**src/hw/rtl/assert_macros.svh**
```systemverilog
// assertion macros for the rtl, used by the top level
`ifndef ASSERT_MACROS_SVH
`define ASSERT_MACROS_SVH

// clocked check, off during reset
`define DBS_ASSERT(lbl, prop, msg) \
  lbl: assert property (@(posedge clk) disable iff (!rst_n) prop) else $error(msg);

// clocked implication, off during reset
`define DBS_IMPLY(lbl, ante, cons, msg) \
  lbl: assert property (@(posedge clk) disable iff (!rst_n) (ante) |-> (cons)) else $error(msg);

`endif

```
**src/hw/rtl/dbs_pkg.sv**
```systemverilog
// package: constants and types of the point clustering block
`default_nettype none
package dbs_pkg;

  localparam int MAX_POINTS = 1024;
  localparam int COORD_W    = 16;
  localparam int IDX_W      = $clog2(MAX_POINTS);
  localparam int CNT_W      = IDX_W + 1;
  localparam int LABEL_W    = 12;
  localparam int EPS_W      = 16;
  localparam int MINNB_W    = 11;
  localparam int RIDX_W     = 10;
  localparam int TOT_W      = 11;
  localparam int PT_W       = 3 * COORD_W;
  localparam int SQ_W       = 2 * COORD_W;
  localparam int SUM_W      = SQ_W + 2;

  localparam logic [LABEL_W-1:0] NOISE_LABEL = '1;

  localparam logic CMD_LOAD = 1'b0;
  localparam logic CMD_READ = 1'b1;

  localparam logic REG_EPS   = 1'b0;
  localparam logic REG_MINNB = 1'b1;

  typedef struct packed {
    logic                      command;
    logic signed [COORD_W-1:0] coord_x;
    logic signed [COORD_W-1:0] coord_y;
    logic signed [COORD_W-1:0] coord_z;
    logic                      final_point;
    logic [RIDX_W-1:0]         read_index;
  } in_item_t;

  typedef struct packed {
    logic signed [LABEL_W-1:0] point_label;
    logic [TOT_W-1:0]          cluster_total;
  } out_item_t;

  typedef struct packed {
    logic [IDX_W-1:0]   pt_addr;
    logic [IDX_W-1:0]   lab_addr;
    logic               lab_we;
    logic [IDX_W-1:0]   lab_waddr;
    logic [LABEL_W-1:0] lab_wdata;
    logic               scan_v;
    logic [IDX_W-1:0]   scan_k;
    logic               p_load;
  } eng_req_t;

  typedef struct packed {
    logic               v;
    logic [IDX_W-1:0]   k;
    logic [LABEL_W-1:0] lab;
    logic               near;
  } dist_res_t;

endpackage
`default_nettype wire

```
**src/hw/rtl/dbs_dist.sv**
```systemverilog
// distance pipeline: neighbor test of streamed points against a center point
`default_nettype none
module dbs_dist (
  input  wire logic                       clk,
  input  wire logic                       rst_n,
  input  wire logic [dbs_pkg::EPS_W-1:0]  eps,
  input  wire logic                       scan_v,
  input  wire logic [dbs_pkg::IDX_W-1:0]  scan_k,
  input  wire logic                       p_load,
  input  wire logic [dbs_pkg::PT_W-1:0]   pt_data,
  input  wire logic [dbs_pkg::LABEL_W-1:0] lab_data,
  output dbs_pkg::dist_res_t              res,
  output logic                            active
);
  import dbs_pkg::*;

  logic [PT_W-1:0]    p_r;
  logic               v1_r, v2_r, v3_r, v4_r;
  logic [IDX_W-1:0]   k1_r, k2_r, k3_r, k4_r;
  logic [LABEL_W-1:0] lab2_r, lab3_r, lab4_r;
  logic [COORD_W-1:0] ad_r [3];
  logic [SQ_W-1:0]    sq_r [3];
  logic               near_r;
  logic [SQ_W-1:0]    eps_sq_r;
  logic [COORD_W:0]   dif [3];
  logic [COORD_W:0]   mag [3];
  logic [SUM_W-1:0]   sum;

  always_comb begin
    for (int j = 0; j < 3; j++) begin
      dif[j] = {pt_data[(3-j)*COORD_W-1], pt_data[(3-j)*COORD_W-1 -: COORD_W]}
             - {p_r[(3-j)*COORD_W-1], p_r[(3-j)*COORD_W-1 -: COORD_W]};
      mag[j] = dif[j][COORD_W] ? (~dif[j] + 1'b1) : dif[j];
    end
    sum = {2'b00, sq_r[0]} + {2'b00, sq_r[1]} + {2'b00, sq_r[2]};
  end

  always_ff @(posedge clk) begin
    if (!rst_n) begin
      v1_r <= 1'b0;
      v2_r <= 1'b0;
      v3_r <= 1'b0;
      v4_r <= 1'b0;
    end else begin
      v1_r <= scan_v;
      v2_r <= v1_r;
      v3_r <= v2_r;
      v4_r <= v3_r;
    end
  end

  always_ff @(posedge clk) begin
    eps_sq_r <= eps * eps;
    if (p_load) begin
      p_r <= pt_data;
    end
    k1_r   <= scan_k;
    k2_r   <= k1_r;
    lab2_r <= lab_data;
    for (int j = 0; j < 3; j++) begin
      ad_r[j] <= mag[j][COORD_W-1:0];
      sq_r[j] <= ad_r[j] * ad_r[j];
    end
    k3_r   <= k2_r;
    lab3_r <= lab2_r;
    k4_r   <= k3_r;
    lab4_r <= lab3_r;
    near_r <= (sum <= {2'b00, eps_sq_r});
  end

  assign res.v    = v4_r;
  assign res.k    = k4_r;
  assign res.lab  = lab4_r;
  assign res.near = near_r;
  assign active   = v1_r | v2_r | v3_r | v4_r;

endmodule
`default_nettype wire

```
**config.mk**
```make
export PLATFORM = sky130hd
export DESIGN_NAME = dbs_dist
export DESIGN_NICKNAME = d
export VERILOG_FILES = /design/src/hw/rtl/assert_macros.svh /design/src/hw/rtl/dbs_pkg.sv /design/src/hw/rtl/dbs_dist.sv
export SDC_FILE = /design/constraint.sdc
export NUM_CORES = 2
export LEC_CHECK = 0
export BUFFER_PORTS_ARGS = -buffer_cell sky130_fd_sc_hd__buf_4
export CAP_MARGIN = 20
export CORE_ASPECT_RATIO = 0.9
export CORE_UTILIZATION = 40
export DETAILED_ROUTE_END_ITERATION = 6
export PLACE_DENSITY = 0.51
export SYNTH_ARGS = -nofsm -noshare
export SYNTH_HDL_FRONTEND = slang
export SYNTH_SLANG_ARGS = --single-unit
```
**constraint.sdc**
```tcl
create_clock -name clk -period 8.4 [get_ports clk]
set_input_delay 0.84 -clock clk [delete_from_list [all_inputs] [get_ports clk]]
set_output_delay 0.84 -clock clk [all_outputs]
set_load 0.03 [all_outputs]
```
After elaboration in Yosys (flattened, before gate mapping)
Memory sizes are Yosys's and may differ from the RTL's.
Index checks and enable logic that the tools add are counted.
{"block": "op_classes", "mux": 3, "multipliers": 4, "bitwise": 6, "addsub": 8, "order_cmp": 1}
{"operator": "$mul A16 B16 Y32", "count": 4}
{"operator": "$sub A16 B16 Y17", "count": 3}
{"operator": "$add A16 B1 Y16 const B", "count": 3}
{"operator": "$mux W16", "count": 3}
{"operator": "$not A16 Y16", "count": 3}
{"operator": "$add A33 B32 Y34", "count": 1}
{"operator": "$le A34 B32 Y1", "count": 1}
{"operator": "$add A32 B32 Y33", "count": 1}
{"operator": "$or A1 B1 Y1", "count": 3}
{"block": "totals", "input_bits": 90, "ram_bits": 144, "mem_count": 2, "reg_bits": 161}
{"memory": "sq_r", "words": 3, "word_bits": 32, "rd": 3, "rd_ports_with_merged_regs": 0, "write_ports": 3, "line_no": "dbs_dist.sv:22", "source": "logic [SQ_W-1:0] sq_r [3];"}
{"memory": "ad_r", "words": 3, "word_bits": 16, "rd": 3, "rd_ports_with_merged_regs": 0, "write_ports": 3, "line_no": "dbs_dist.sv:21", "source": "logic [COORD_W-1:0] ad_r [3];"}

Longest topological paths before layout
{"block": "logic_depth", "ltp_word": 4, "ltp_mapped": 25, "ltp_nobuf": 24}

Worst setup path after synthesis
OpenSTA, ideal clock, no wires.
{"block": "synth_timing", "path_type": "input to register", "startpoint": "input eps[14] (netlist bit)", "endpoint": "register eps_sq_r[25]", "arrival_time_ps": 6500, "path_buffers": 2, "t_required_ps": 8305, "slack_ps": 1805, "cell_stages": 22, "setup_ps": 95, "cell_sequence": "clkbuf_1 > clkbuf_1 > nand2_1 > fa_1 > fa_1 > inv_1 > fa_1 > fa_1 > fa_1 > inv_1 > fa_1 > inv_1 > ha_1 > a21o_1 > a21oi_1 > o21bai_1 > a21o_1 > a21o_1 > a41o_1 > a31o_2 > a2111o_1 > o311ai_1"}
{"block": "synth_via", "elab_chain_cells": 1}
{"element": "from (decl)", "line_no": "dbs_dist.sv:6", "source": "input wire logic [dbs_pkg::EPS_W-1:0] eps,"}
{"element": "$mul A16 B16 Y32", "line_no": "dbs_dist.sv:53", "source": "eps_sq_r <= eps * eps;"}
{"element": "to (signal assigned)", "line_no": "dbs_dist.sv:53"}
{"element": "to (decl)", "line_no": "dbs_dist.sv:24", "source": "logic [SQ_W-1:0] eps_sq_r;"}
Every way passes these cells.
A chain may end at the register's enable or synchronous reset.

==> metrics.yaml <==
drt:
  drtIter0Drc: 1480
  route.antenna.remaining_nets: 0
  route.vias.total: 28800
  post-route-drc-count: 0
  route.detailed.vias_per_inst: 4.81
  routed_wl_um: 94100
  detailedRoute.firstPassIterationCount: 5
  routed_wire_length_per_instance_um: 15.7
synthesis:
  synth_area_in_compound_gates_pct: 9.23
  synth.mux.area_fraction_pct: 0.161
  synth_top_family_by_area: "adder cells"
  synth-xor-area-share_pct: 4.85
  postSynthCellCount: 4528
  synth-simple-area-share_pct: 11.2
  yosysMostFrequentCell: "inv_1"
  netlist-cell-type-count: 79
  postSynth.asyncResetShare_pct: 0
  synth_area_leaders: "fa_1, ha_1, dfxtp_1, inv_1, edfxtp_1"
  syn-cell-area_sq_mm: 0.0419
  synth.yosys.warnings: 0
  synth-adder-area-share_pct: 48.1
  synth.top_cell.area_share_pct: 32.6
  synth_commonest_cells: "inv_1, fa_1, ha_1"
  yosys_most_used_dff: "dfxtp_1"
  synth.ff_latch_count: 301
  synthDominantAreaCellType: "fa_1"
  synth_seq_area_share_pct: 15.5
  syn-mean-instance-area_sq_um: 9.26
  synth_edf_count: 48
worst_setup_path:
  critical_path.slowest_cell: "dfxtp_1"
  worst-endpoint-arrival_ns: 7.30
  criticalPathCategory: "reg -> reg"
  timing.critical_path.slowest_cell_delay_ns: 0.81
  crit_fanout: 16
  end_kind: "flop"
  critPathLaunch: "ad_r[0][25]$_DFF_P_"
  r2r.worst_path.cells: 22
  worstSetupStartpointType: "flop"
  worst-r2r-setup-slack_ns: 1.56
  required_arrival_time_at_the_worst_endpoint_ns: 8.87
  worstReg2RegEnd: "sq_r[0][57]$_DFF_P_"
  crit-reg2reg-launch: "ad_r[0][25]$_DFF_P_"
  top_cell_by_count_worst_path: "fa_1"
  path_cells: "nand2_1, fa_1, inv_1, fa_1, inv_1, fa_1, inv_1, fa_1, fa_1, inv_1, fa_1, inv_1, ha_1, a21o_1, a2bb2oi_1, o211ai_1, a21oi_1, o21ai_1, o311a_1, o21ai_1, or4b_1, o311ai_1"
  critPathCapture: "sq_r[0][57]$_DFF_P_"
final_layout:
  n_diodes: 0
  utilization_after_layout_pct: 43.9
  area.growth.synth_to_final_pct: 8.63
  finalNonFillerCells: 5993
  design.final.nets: 5886
  final_layout_size_suffix_gt1_share_pct: 4.93
placed_design:
  gp_congestion: 0.850
  dp_cells: 5923
  io_buffers: 114
  hpwl_um: 79300
sta:
  totalNegativeSetupSlack_ns: 0
  timing_hold_violations_final: 0
  clock-skew-final_ns: 0.0314
  grt_setup_unrepaired: "no"
  maxSlewViolCount: 0
  fmax_mhz: 146
  report.final.setup_viol: 0
  min_period_over_period_pct: 81.4
  tightest_slew_ns: 0.982
  holdWs_ns: 0.321
  min_period_ns: 6.84
  slew_headroom_pct: 34.4
floorplanning:
  ioPinCount: 115
  rows: 112
  die_area_sq_mm: 0.106
  chipHeight_um: 309
  initial_utilization_pct: 40.4
  coreArea_sq_mm: 0.104
  die_x_um: 343
global_route:
  largest_net_degree_at_the_start_of_global_routing: 49
  gr-usage-all-layers_pct: 18.6
  grt-ovfl-total: 0
  wire_length_of_the_first_global_routing_pass_um: 158000
  first_global_vias: 30400
  grt_antenna_before_repair: 0
clocking:
  cts.sinks: 301
  cts-htree-levels: 2
  cts_repair_resize_count: 0
  clock_latency_ns: 0.59
  cts_root_buf: "clkbuf_16"
  max-clock-path-buffers: 3
  tritoncts: "done"
  number_of_buffers_inserted_during_clock_tree_synthesis: 38
  postCtsSetupRepairBufs: 0
  ctsHoldBuffers: 0
  clk_pin_slew_ns: 0.06
min_path:
  hold_path.class: "reg -> reg"
status:
  outcome: "completed"
flow_run:
  max_cap_viol_count: 0
[cell usage in the layout, fill, tap and decap left out, types with 17 or more instances in the layout]
master        n
inv_1      1132
a211oi_1     17
dfxtp_1     253
a31oi_1      20
xor2_1       75
and2_1      167
edfxtp_1     48
fa_1        683
buf_4       122
clkbuf_16    39
nand3_1      46
o21ai_0      73
o21ai_1      20
ha_1        518
nand2_1     375
o21a_1       23
nand2b_1     30
nor2b_1      38
or2_2        18
a21oi_1     165
nor2_1      184
o31ai_1      17
nor3_1       34
xnor2_1     157
o21bai_1     28
and3_1       21
a21o_1       96
[layer usage]
layer / vias to the layer above / track usage (%) / routed length (um)
met5: - / 0 / 0
met4: 0 / 3.05 / 1290
met3: 69 / 2.00 / 3170
met2: 381 / 30.2 / 42700
met1: 14200 / 27.1 / 47000
li1: 14200 / - / -
[cell type report]
cell class	instances	area (sq um)
Clock buffer	50	1080
Sequential cell	301	6510
Timing Repair Buffer	122	916
Inverter	1132	4250
Tap cell	1368	1710
Clock inverter	20	278
Fill cell	10200	58300
Multi-Input combinational cell	3000	30800
[stage by stage]
| step | cell area (sq um) | setup WS (ns) |
|---|---|---|
| 3_5_place_dp | 44200 | 1.50 |
| 3_3_place_gp | 44200 | 1.60 |
| 4_1_cts | 45500 | 1.59 |
| 2_1_floorplan | 41900 | 1.81 |
| 6_report | 45500 | 1.56 |
| 5_1_grt | 45500 | 1.20 |
[kinds of logic (layout without fill, tap and decap cells)]
| group | after synthesis | in the layout |
|---|---|---|
| compound gates | 582 | 582 |
| xor+xnor | 232 | 232 |
| fa+ha+maj | 1201 | 1201 |
| buf+inv | 1228 | 1324 |
| flops | 301 | 301 |
| mux | 6 | 6 |
| other cells | 2 | 3 |
| simple gates | 976 | 976 |
[critical path: cells and delay by family (launching register included)]
kind | cells | cell delay [ns]
AND/OR/NAND/NOR | 2 | 0.65
flip-flops | 1 | 0.81
buffers and inverters | 5 | 0.25
adder cells (fa/ha/maj) | 7 | 3.32
AO/OA/AOI/OAI | 8 | 1.70
[registers in the layout (all words and copies together) (netlist names), 10 cells and up]
signal    flops
k3_r         10
ad_r         48
eps_sq_r     31
p_r          48
lab4_r       12
k2_r         10
k4_r         10
lab3_r       12
k1_r         10
sq_r         93
lab2_r       12
[worst min path at each step]
stage	end	cells after the start	from	slack, ns
3_3_place_gp	lab4_r[8]$_DFF_P_	0	lab3_r[8]$_DFF_P_	0.31
5_1_grt	lab2_r[10]$_DFF_P_	1	lab_data[10]	0.31
3_5_place_dp	k4_r[3]$_DFF_P_	0	k3_r[3]$_DFF_P_	0.31
2_1_floorplan	k2_r[0]$_DFF_P_	0	k1_r[0]$_DFF_P_	0.31
4_1_cts	k1_r[3]$_DFF_P_	1	scan_k[3]	0.30
6_report	k4_r[6]$_DFF_P_	0	k3_r[6]$_DFF_P_	0.32
Power is left out: the tool's default activity adds up to more than one toggle a clock period on the data nets, which glitch-free logic cannot reach.
